<file path="config.mk">
export PLATFORM = sky130hd
export DESIGN_NAME = arp_cache_with_ttl
export DESIGN_NICKNAME = d
export VERILOG_FILES = /design/src/rtl/arp_pkg.sv /design/src/rtl/arp_cache_with_ttl.sv /design/src/rtl/arp_front.sv /design/src/rtl/arp_fifo.sv /design/src/rtl/arp_back.sv
export SDC_FILE = /design/constraint.sdc
export NUM_CORES = 2
export LEC_CHECK = 0
export BUFFER_PORTS_ARGS = -buffer_cell sky130_fd_sc_hd__buf_2
export CAP_MARGIN = 20
export CELL_PAD_IN_SITES_DETAIL_PLACEMENT = 1
export CELL_PAD_IN_SITES_GLOBAL_PLACEMENT = 1
export CORE_UTILIZATION = 50
export DETAILED_ROUTE_END_ITERATION = 8
export PLACE_DENSITY = 0.71
export SLEW_MARGIN = 20
export SYNTH_ARGS = -nofsm -noshare
export SYNTH_HDL_FRONTEND = slang
export SYNTH_SLANG_ARGS = --single-unit
</file>
<file path="constraint.sdc">
create_clock -name i_clk -period 10.2 [get_ports i_clk]
set_clock_uncertainty 0.15 [all_clocks]
set_input_delay 1.02 -clock i_clk [delete_from_list [all_inputs] [get_ports i_clk]]
set_output_delay 1.02 -clock i_clk [all_outputs]
set_load 0.01 [all_outputs]
</file>
<file path="src/rtl/arp_pkg.sv">
// ============================================================================
// arp_pkg - shared types and constants for the ARP cache
// Table geometry, queue depth, command and result structures.
// ============================================================================
package arp_pkg;

    // table geometry
    localparam int ENTRIES = 16;
    localparam int IDX_W   = (ENTRIES > 1) ? $clog2(ENTRIES) : 1;

    // command queue between front and back
    localparam int QDEPTH = 2;
    localparam int QPTR_W = (QDEPTH > 1) ? $clog2(QDEPTH) : 1;
    localparam int QCNT_W = QPTR_W + 1;

    // stream payload widths
    localparam int IN_DATA_W  = 224;
    localparam int OUT_DATA_W = 184;
    localparam int FUNC_W     = 2;

    // item kinds on the input stream
    localparam logic [FUNC_W-1:0] FUNC_LOOKUP = 2'd0;
    localparam logic [FUNC_W-1:0] FUNC_INSERT = 2'd1;
    localparam logic [FUNC_W-1:0] FUNC_FRAME  = 2'd2;

    // ARP frame constants
    localparam logic [15:0] MIN_FRAME  = 16'd42;
    localparam logic [15:0] OP_REQUEST = 16'd1;
    localparam logic [15:0] OP_REPLY   = 16'd2;

    // configuration register indexes
    localparam int CFG_IDX_W = 1;
    localparam logic [CFG_IDX_W-1:0] CFG_TTL      = 1'b0;
    localparam logic [CFG_IDX_W-1:0] CFG_LOCAL_IP = 1'b1;
    localparam logic [31:0] TTL_RESET = 32'd60000;

    // table operation decided by the front
    typedef enum logic [1:0] {
        CMD_NOP    = 2'd0,
        CMD_LOOKUP = 2'd1,
        CMD_INSERT = 2'd2
    } t_cmd_op;

    typedef struct packed {
        t_cmd_op     op;
        logic [31:0] ip_addr;
        logic [47:0] mac_addr;
        logic [31:0] now_ms;
        logic        send_reply;
        logic [47:0] eth_src_mac;
    } t_cmd;

    typedef struct packed {
        logic        hit;
        logic [47:0] mac_out;
        logic        send_reply;
        logic [47:0] reply_dst_mac;
        logic [47:0] reply_target_mac;
        logic [31:0] reply_target_ip;
    } t_result;

endpackage

</file>
<file path="src/rtl/arp_cache_with_ttl.sv">
// ============================================================================
// arp_cache_with_ttl - IPv4 to MAC cache with entry lifetime
// Top level: stream ports, configuration registers, front, queue and back.
// ============================================================================
// A 16-entry ARP cache. Each input item (lookup, insert or received ARP frame)
// gives exactly one result item. The front classifies an item in the cycle it
// is accepted and places it in a two-deep command queue; the back engine then
// takes it from the queue, compares all entries, reads and ages the chosen
// entry, then updates the table and loads the result register, and takes the
// next item only after that, waiting while the output is stalled. Results wait
// in an output register while the front keeps taking items until the queue is
// full. The user must write ttl_ms and local_ip through the configuration port
// only while no item is in flight; the block itself does not enforce this.
module arp_cache_with_ttl (
    input  logic                                i_clk,
    input  logic                                i_rst_n,
    // configuration
    input  logic                                i_cfg_we,
    input  logic [arp_pkg::CFG_IDX_W-1:0]       i_cfg_idx,
    input  logic [31:0]                         i_cfg_data,
    // input items
    input  logic                                s_axis_tvalid,
    output logic                                s_axis_tready,
    // ip_addr[31:0], mac_addr[79:32], target_ip[111:80], arp_opcode[127:112],
    // eth_src_mac[175:128], frame_len[191:176], now_ms[223:192]
    input  logic [arp_pkg::IN_DATA_W-1:0]       s_axis_tdata,
    // func[1:0]
    input  logic [arp_pkg::FUNC_W-1:0]          s_axis_tuser,
    // result items
    output logic                                m_axis_tvalid,
    input  logic                                m_axis_tready,
    // hit[0], mac_out[48:1], send_reply[49], reply_dst_mac[97:50],
    // reply_target_mac[145:98], reply_target_ip[177:146], zero[183:178]
    output logic [arp_pkg::OUT_DATA_W-1:0]      m_axis_tdata
);
    import arp_pkg::*;

    logic [31:0] r_ttl_ms;
    logic [31:0] r_local_ip;

    logic    w_push;
    t_cmd    w_front_cmd;
    logic    w_full;
    logic    w_pop;
    t_cmd    w_head;
    logic    w_empty;
    t_result w_result;

    // configuration registers
    always_ff @(posedge i_clk) begin
        if (!i_rst_n) begin
            r_ttl_ms   <= TTL_RESET;
            r_local_ip <= '0;
        end else if (i_cfg_we) begin
            case (i_cfg_idx)
                CFG_TTL:      r_ttl_ms   <= i_cfg_data;
                CFG_LOCAL_IP: r_local_ip <= i_cfg_data;
                default:      r_ttl_ms   <= r_ttl_ms;
            endcase
        end
    end

    assign s_axis_tready = !w_full;

    arp_front u_front (
        .i_valid    (s_axis_tvalid),
        .i_func     (s_axis_tuser),
        .i_data     (s_axis_tdata),
        .i_local_ip (r_local_ip),
        .o_push     (w_push),
        .o_cmd      (w_front_cmd)
    );

    arp_fifo u_fifo (
        .i_clk   (i_clk),
        .i_rst_n (i_rst_n),
        .i_push  (w_push),
        .i_cmd   (w_front_cmd),
        .o_full  (w_full),
        .i_pop   (w_pop),
        .o_cmd   (w_head),
        .o_empty (w_empty)
    );

    arp_back u_back (
        .i_clk    (i_clk),
        .i_rst_n  (i_rst_n),
        .i_ttl_ms (r_ttl_ms),
        .i_empty  (w_empty),
        .i_cmd    (w_head),
        .o_pop    (w_pop),
        .o_valid  (m_axis_tvalid),
        .i_ready  (m_axis_tready),
        .o_result (w_result)
    );

    // result packing, lowest field first
    assign m_axis_tdata = {6'b0,
                           w_result.reply_target_ip,
                           w_result.reply_target_mac,
                           w_result.reply_dst_mac,
                           w_result.send_reply,
                           w_result.mac_out,
                           w_result.hit};

endmodule

</file>
<file path="src/rtl/arp_front.sv">
// ============================================================================
// arp_front - input classifier
// Unpacks an input item, decides the table operation and the reply.
// ============================================================================
module arp_front (
    input  logic                          i_valid,
    input  logic [arp_pkg::FUNC_W-1:0]    i_func,
    input  logic [arp_pkg::IN_DATA_W-1:0] i_data,
    input  logic [31:0]                   i_local_ip,
    output logic                          o_push,
    output arp_pkg::t_cmd                 o_cmd
);
    import arp_pkg::*;

    logic [31:0] w_ip;
    logic [47:0] w_mac;
    logic [31:0] w_tip;
    logic [15:0] w_opc;
    logic [47:0] w_esrc;
    logic [15:0] w_flen;
    logic [31:0] w_now;
    logic        w_frame_ok;

    // field unpacking, lowest bits first
    assign w_ip   = i_data[31:0];
    assign w_mac  = i_data[79:32];
    assign w_tip  = i_data[111:80];
    assign w_opc  = i_data[127:112];
    assign w_esrc = i_data[175:128];
    assign w_flen = i_data[191:176];
    assign w_now  = i_data[223:192];

    assign w_frame_ok = (w_flen >= MIN_FRAME);
    assign o_push     = i_valid;

    // classify
    always_comb begin
        o_cmd             = '0;
        o_cmd.ip_addr     = w_ip;
        o_cmd.mac_addr    = w_mac;
        o_cmd.now_ms      = w_now;
        o_cmd.eth_src_mac = w_esrc;
        o_cmd.op          = CMD_NOP;
        case (i_func)
            FUNC_LOOKUP: begin
                o_cmd.op = CMD_LOOKUP;
            end
            FUNC_INSERT: begin
                o_cmd.op = CMD_INSERT;
            end
            FUNC_FRAME: begin
                if (w_frame_ok && (w_opc == OP_REQUEST)) begin
                    o_cmd.op         = CMD_INSERT;
                    o_cmd.send_reply = (w_tip == i_local_ip);
                end else if (w_frame_ok && (w_opc == OP_REPLY)) begin
                    o_cmd.op = CMD_INSERT;
                end
            end
            default: begin
                o_cmd.op = CMD_NOP;
            end
        endcase
    end

endmodule

</file>
<file path="src/rtl/arp_fifo.sv">
// ============================================================================
// arp_fifo - command queue
// Short queue of classified commands between front and back.
// ============================================================================
module arp_fifo (
    input  logic          i_clk,
    input  logic          i_rst_n,
    input  logic          i_push,
    input  arp_pkg::t_cmd i_cmd,
    output logic          o_full,
    input  logic          i_pop,
    output arp_pkg::t_cmd o_cmd,
    output logic          o_empty
);
    import arp_pkg::*;

    t_cmd              r_mem [QDEPTH];
    logic [QPTR_W-1:0] r_wr_ptr;
    logic [QPTR_W-1:0] r_rd_ptr;
    logic [QCNT_W-1:0] r_count;
    logic              w_push;
    logic              w_pop;

    assign o_full  = (r_count == QCNT_W'(QDEPTH));
    assign o_empty = (r_count == '0);
    assign w_push  = i_push && !o_full;
    assign w_pop   = i_pop && !o_empty;
    assign o_cmd   = r_mem[r_rd_ptr];

    // pointers and fill level
    always_ff @(posedge i_clk) begin
        if (!i_rst_n) begin
            r_wr_ptr <= '0;
            r_rd_ptr <= '0;
            r_count  <= '0;
        end else begin
            if (w_push) begin
                r_wr_ptr <= (r_wr_ptr == QPTR_W'(QDEPTH - 1)) ? '0 : r_wr_ptr + 1'b1;
            end
            if (w_pop) begin
                r_rd_ptr <= (r_rd_ptr == QPTR_W'(QDEPTH - 1)) ? '0 : r_rd_ptr + 1'b1;
            end
            case ({w_push, w_pop})
                2'b10:   r_count <= r_count + 1'b1;
                2'b01:   r_count <= r_count - 1'b1;
                default: r_count <= r_count;
            endcase
        end
    end

    // storage
    always_ff @(posedge i_clk) begin
        if (w_push) begin
            r_mem[r_wr_ptr] <= i_cmd;
        end
    end

endmodule

</file>
<file path="src/rtl/arp_back.sv">
// ============================================================================
// arp_back - table engine
// Sequencer over the cache table: match, age check, update, result.
// ============================================================================
module arp_back (
    input  logic             i_clk,
    input  logic             i_rst_n,
    input  logic [31:0]      i_ttl_ms,
    input  logic             i_empty,
    input  arp_pkg::t_cmd    i_cmd,
    output logic             o_pop,
    output logic             o_valid,
    input  logic             i_ready,
    output arp_pkg::t_result o_result
);
    import arp_pkg::*;

    typedef enum logic [3:0] {
        ST_IDLE  = 4'b0001,
        ST_SCAN  = 4'b0010,
        ST_AGE   = 4'b0100,
        ST_WRITE = 4'b1000
    } t_state;

    t_state             r_st;
    t_state             n_st;
    t_cmd               r_cmd;

    // table
    logic [ENTRIES-1:0] r_ent_valid;
    logic [31:0]        r_ent_ip   [ENTRIES];
    logic [47:0]        r_ent_mac  [ENTRIES];
    logic [31:0]        r_ent_time [ENTRIES];

    // scan and age results
    logic               r_any_match;
    logic [IDX_W-1:0]   r_idx;
    logic               r_expired;
    logic [47:0]        r_rd_mac;

    logic [ENTRIES-1:0] w_match;
    logic               w_adv;
    logic               w_hit;
    t_result            r_out;
    logic               r_out_valid;

    function automatic logic [IDX_W-1:0] first_set(input logic [ENTRIES-1:0] vec);
        logic [IDX_W-1:0] res;
        res = '0;
        for (int i = ENTRIES - 1; i >= 0; i--) begin
            if (vec[i]) begin
                res = IDX_W'(i);
            end
        end
        return res;
    endfunction

    // parallel tag compare
    always_comb begin
        for (int i = 0; i < ENTRIES; i++) begin
            w_match[i] = r_ent_valid[i] && (r_ent_ip[i] == r_cmd.ip_addr);
        end
    end

    assign o_pop    = r_st[0] && !i_empty;
    assign w_adv    = (r_st == ST_WRITE) && (!r_out_valid || i_ready);
    assign w_hit    = r_any_match && !r_expired;
    assign o_valid  = r_out_valid;
    assign o_result = r_out;

    // sequencer
    always_comb begin
        n_st = r_st;
        case (r_st)
            ST_IDLE:  if (!i_empty) n_st = ST_SCAN;
            ST_SCAN:  n_st = ST_AGE;
            ST_AGE:   n_st = ST_WRITE;
            ST_WRITE: if (w_adv) n_st = ST_IDLE;
            default:  n_st = ST_IDLE;
        endcase
    end

    // control state, valid bits and result handshake
    always_ff @(posedge i_clk) begin
        if (!i_rst_n) begin
            r_st        <= ST_IDLE;
            r_ent_valid <= '0;
            r_out_valid <= 1'b0;
        end else begin
            r_st <= n_st;
            if (w_adv) begin
                r_out_valid <= 1'b1;
                if (r_cmd.op == CMD_LOOKUP && r_any_match && r_expired) begin
                    r_ent_valid[r_idx] <= 1'b0;
                end else if (r_cmd.op == CMD_INSERT) begin
                    r_ent_valid[r_idx] <= 1'b1;
                end
            end else if (i_ready) begin
                r_out_valid <= 1'b0;
            end
        end
    end

    // datapath
    always_ff @(posedge i_clk) begin
        if (o_pop) begin
            r_cmd <= i_cmd;
        end
        // pick the slot: first match, else first free, else slot 0
        if (r_st == ST_SCAN) begin
            r_any_match <= |w_match;
            if (|w_match) begin
                r_idx <= first_set(w_match);
            end else if (|(~r_ent_valid)) begin
                r_idx <= first_set(~r_ent_valid);
            end else begin
                r_idx <= '0;
            end
        end
        // age check with wrapping subtraction
        if (r_st == ST_AGE) begin
            r_rd_mac  <= r_ent_mac[r_idx];
            r_expired <= ((r_cmd.now_ms - r_ent_time[r_idx]) >= i_ttl_ms);
        end
        if (w_adv) begin
            if (r_cmd.op == CMD_INSERT) begin
                r_ent_mac[r_idx]  <= r_cmd.mac_addr;
                r_ent_time[r_idx] <= r_cmd.now_ms;
                if (!r_any_match) begin
                    r_ent_ip[r_idx] <= r_cmd.ip_addr;
                end
            end
            r_out.hit              <= (r_cmd.op == CMD_LOOKUP) && w_hit;
            r_out.mac_out          <= ((r_cmd.op == CMD_LOOKUP) && w_hit) ? r_rd_mac : '0;
            r_out.send_reply       <= r_cmd.send_reply;
            r_out.reply_dst_mac    <= r_cmd.send_reply ? r_cmd.eth_src_mac : '0;
            r_out.reply_target_mac <= r_cmd.send_reply ? r_cmd.mac_addr : '0;
            r_out.reply_target_ip  <= r_cmd.send_reply ? r_cmd.ip_addr : '0;
        end
    end

    // a live match on lookup reports a hit
    a_live_hit: assert property (@(posedge i_clk) disable iff (!i_rst_n)
        (w_adv && r_cmd.op == CMD_LOOKUP && r_any_match && !r_expired) |=> r_out.hit)
        else $error("live entry did not hit");

    // an insert leaves its slot valid
    a_ins_valid: assert property (@(posedge i_clk) disable iff (!i_rst_n)
        (w_adv && r_cmd.op == CMD_INSERT) |=> r_ent_valid[$past(r_idx)])
        else $error("inserted slot not valid");

    // hit results never carry a reply
    a_hit_no_reply: assert property (@(posedge i_clk) disable iff (!i_rst_n)
        (r_out_valid && r_out.hit) |-> !r_out.send_reply)
        else $error("hit and reply together");

    // no command taken while one is in flight
    a_pop_idle: assert property (@(posedge i_clk) disable iff (!i_rst_n)
        o_pop |=> (r_st == ST_SCAN))
        else $error("command popped outside idle");

endmodule
</file>
==> qor.txt <==
Comb power frac: 16.5%
Residual DRC: 0
Overall Global Routing Usage: 25.2%
HPWL after detailed placement: 145000 um
TritonRoute pass-1 iters: 5
Syn Std Cell Area: 102000 um^2
worst vdd ir: 0.187 mV
H-tree Lvls: 5
Worst-path clk slew: 0.06 ns
share of cells above drive strength 1: 25.4%
Synth-to-Final Area Change: 14.0%
FMAX: 135 MHz
clock period minus worst slack: 7.40 ns
Clock Sinks: 2606
CTS-repair resized insts: 0
syn_area_per_cell: 19.3 um^2
die width: 455 um
WHS Endpoint: u_fifo.r_mem[1][109]$_DFFE_PP_
Reg-to-Reg End: u_back.r_expired$_DFFE_PP_
final net count: 6269
clk root buf: clkbuf_16
cts hold-fix bufs: 0
initial antenna violation count: 21
DIE AREA: 207000 um^2
Cell Count Post-Placement: 8321
Data required, critical path: 10.65 ns
Critical Path AT: 7.85 ns
ANT nets after route: 0
Final Hold Viols: 0
CP Capture Type: flip-flop
critical path type: reg2reg
Pwr per Cell Area: 242 nW/um^2
Post-CTS Setup Bufs: 0
Reg power frac: 49.3%
P_int: 0.0205 W
Synth cell types: 66
RSZ-0062 raised after global routing: false
die height: 455 um
Max Cap Viol: 0
R2R depth: 21
worst rel slew slack: 21.9%
CTS tree: built
Initial Utilization: 50.5%
cell count after synthesis: 5311
crit path max fanout: 47
Iteration-0 DRC Markers: 4207
leak pwr: 38.1 nW
reg2reg setup slack: 2.80 ns
first-pass GRT wire length: 374000 um
Cell Count, Final, Fillers Out: 8810
register bit count reported by yosys: 2606
Final period util: 72.6%
crit path launch type: flip-flop
Post-synth EDFFs: 2513
final wirelength: 259000 um
Slew @ Worst Pin: 1.16 ns
clock power share: 34.2%
fin util: 57.5%
setup tns final: 0 ns
Net Sw Frac: 27.6%
P_sw: 0.00781 W
worst-skew pair later-pin latency: 0.93 ns
YS warnings: 0
port bufs: 442
most frequent cells in the layout: edfxtp_1, buf_2, mux4_2
largest net degree at the start of global routing: 150
Overflow after GRT: 0
vias in the first global route: 55.2k
commonest non-fill, non-tap cell in the layout: edfxtp_1
CTS Buffer Depth: 4
vias per cell: 5.87
hold path startpoint: s_axis_tdata[60]
Post-synth top flop: edfxtp_1
WL per Instance: 29.4 um
core area: 203000 um^2
Placer Congestion: 0.819
Final setup viols: 0
asr flop ratio synth: 0%
HP Class: in2reg
Cell Rows: 165
status: finished, final reports clean
Num CTS Buffers: 288
Slew Viols, Final: 0
vias: 51.7k
WHS Path Cells: 1
num ports: 450
Seq/Total Area, Yosys: 75.5%
## metal layers
metal | track usage, % | vias to the layer above | part of all wire [%]
li1 | - | 22200 | -
met1 | 33.3 | 27300 | 41
met2 | 42.4 | 1706 | 50
met3 | 4.16 | 445 | 5.7
met4 | 8.53 | 16 | 3.2
met5 | 0 | - | 0.041
## per-stage QoR
| step | total power, W | setup slack [ns] | hold slack [ns] | cell area, um^2 |
|---|---|---|---|---|
| finish | 0.0283 | 2.80 | 0.130 | 117000 |
| global route | 0.0293 | 2.41 | 0.0908 | 117000 |
| CTS | 0.0285 | 2.86 | 0.0638 | 117000 |
| detailed placement | 0.0188 | 2.90 | 0.314 | 108000 |
| global placement | 0.0186 | 2.96 | 0.308 | 108000 |
| floorplan | 0.0169 | 1.47 | 0.293 | 102000 |
## cell type report
| type | instances | area [um^2] |
|---|---|---|
| clock inverters | 135 | 1000 |
| well taps | 2672 | 3340 |
| multi-input cells | 2392 | 23900 |
| inverters | 85 | 327 |
| diodes | 9 | 22.5 |
| fillers | 17700 | 86200 |
| repair buffers | 566 | 3180 |
| flip-flops and latches | 2606 | 77300 |
| clock buffers | 345 | 7610 |
## worst max-delay path by stage
stage                                    to  slack [ns]  cells after the start
2_1_floorplan  u_fifo.r_mem[0][0]$_DFFE_PP_        1.47                      2
6_report         u_back.r_expired$_DFFE_PP_        2.80                     21
4_1_cts          u_back.r_expired$_DFFE_PP_        2.86                     22
3_3_place_gp     u_back.r_expired$_DFFE_PP_        2.96                     22
3_5_place_dp     u_back.r_expired$_DFFE_PP_        2.90                     22
5_1_grt          u_back.r_expired$_DFFE_PP_        2.41                     22
## registers in the layout, summed over array words and instances (netlist names), 2 cells and up, named ones only
| signal | flops |
|---|---|
| u_back.r_idx | 4 |
| u_back.r_ent_ip | 512 |
| r_ttl_ms | 32 |
| r_local_ip | 32 |
| u_fifo.r_mem | 326 |
| u_back.r_st | 4 |
| u_fifo.r_count | 2 |
| u_back.r_ent_time | 512 |
| u_back.o_result | 178 |
| u_back.r_ent_mac | 768 |
| u_back.r_cmd | 163 |
| u_back.r_rd_mac | 48 |
## critical path, cell delays in order (launching register included)
cell and delay [ns]:
dfxtp_4 0.95, buf_4 0.51, mux4_2 0.56, mux4_2 0.48, inv_1 0.09, ha_1 0.22, o21a_1 0.28, o22a_1 0.31
and4_1 0.30, o2111ai_1 0.19, a311oi_1 0.84, nor2_1 0.12, xnor2_1 0.30, ha_1 0.31, a21o_1 0.17, a21o_1 0.17
a21o_1 0.17, a21o_1 0.17, a21o_1 0.17, a21o_1 0.18, a221oi_1 0.23, o21ai_0 0.13
## power by group through the flow
stage	Clock, W	Sequential (W)	Combinational, W
finish	0.00968	0.0139	0.00466
CTS	0.00988	0.0139	0.00471
detailed placement	0	0.0142	0.00467
global placement	0	0.0141	0.00454
global route	0.0102	0.0140	0.00503
floorplan	0	0.0140	0.00293
## cell families after synthesis
| logic type | after synthesis | synth area share, % |
|---|---|---|
| other | 1 | 0.00366 |
| AOI/OAI and AO/OA | 252 | 1.70 |
| buffers and inverters | 318 | 1.38 |
| xor gates and xnor gates | 570 | 4.87 |
| DFF | 2606 | 75.5 |
| and+or+nand+nor | 933 | 5.15 |
| muxes | 565 | 10.6 |
| adders and majority gates | 66 | 0.813 |
## cell usage after synthesis, types with 62 or more instances
cell type | instances | area, um^2
nand2_1 | 182 | 683
nor4_1 | 156 | 976
nand4_1 | 111 | 694
and2_1 | 188 | 1180
mux4_2 | 400 | 9010
a21boi_0 | 62 | 465
edfxtp_1 | 2513 | 75500
ha_1 | 65 | 813
clkbuf_1 | 136 | 510
xor2_1 | 333 | 2920
xnor2_1 | 237 | 2080
inv_1 | 85 | 319
mux2_2 | 164 | 1850
dfxtp_1 | 93 | 1860
nor2_1 | 73 | 274
Power figures use the tool's default switching activity.
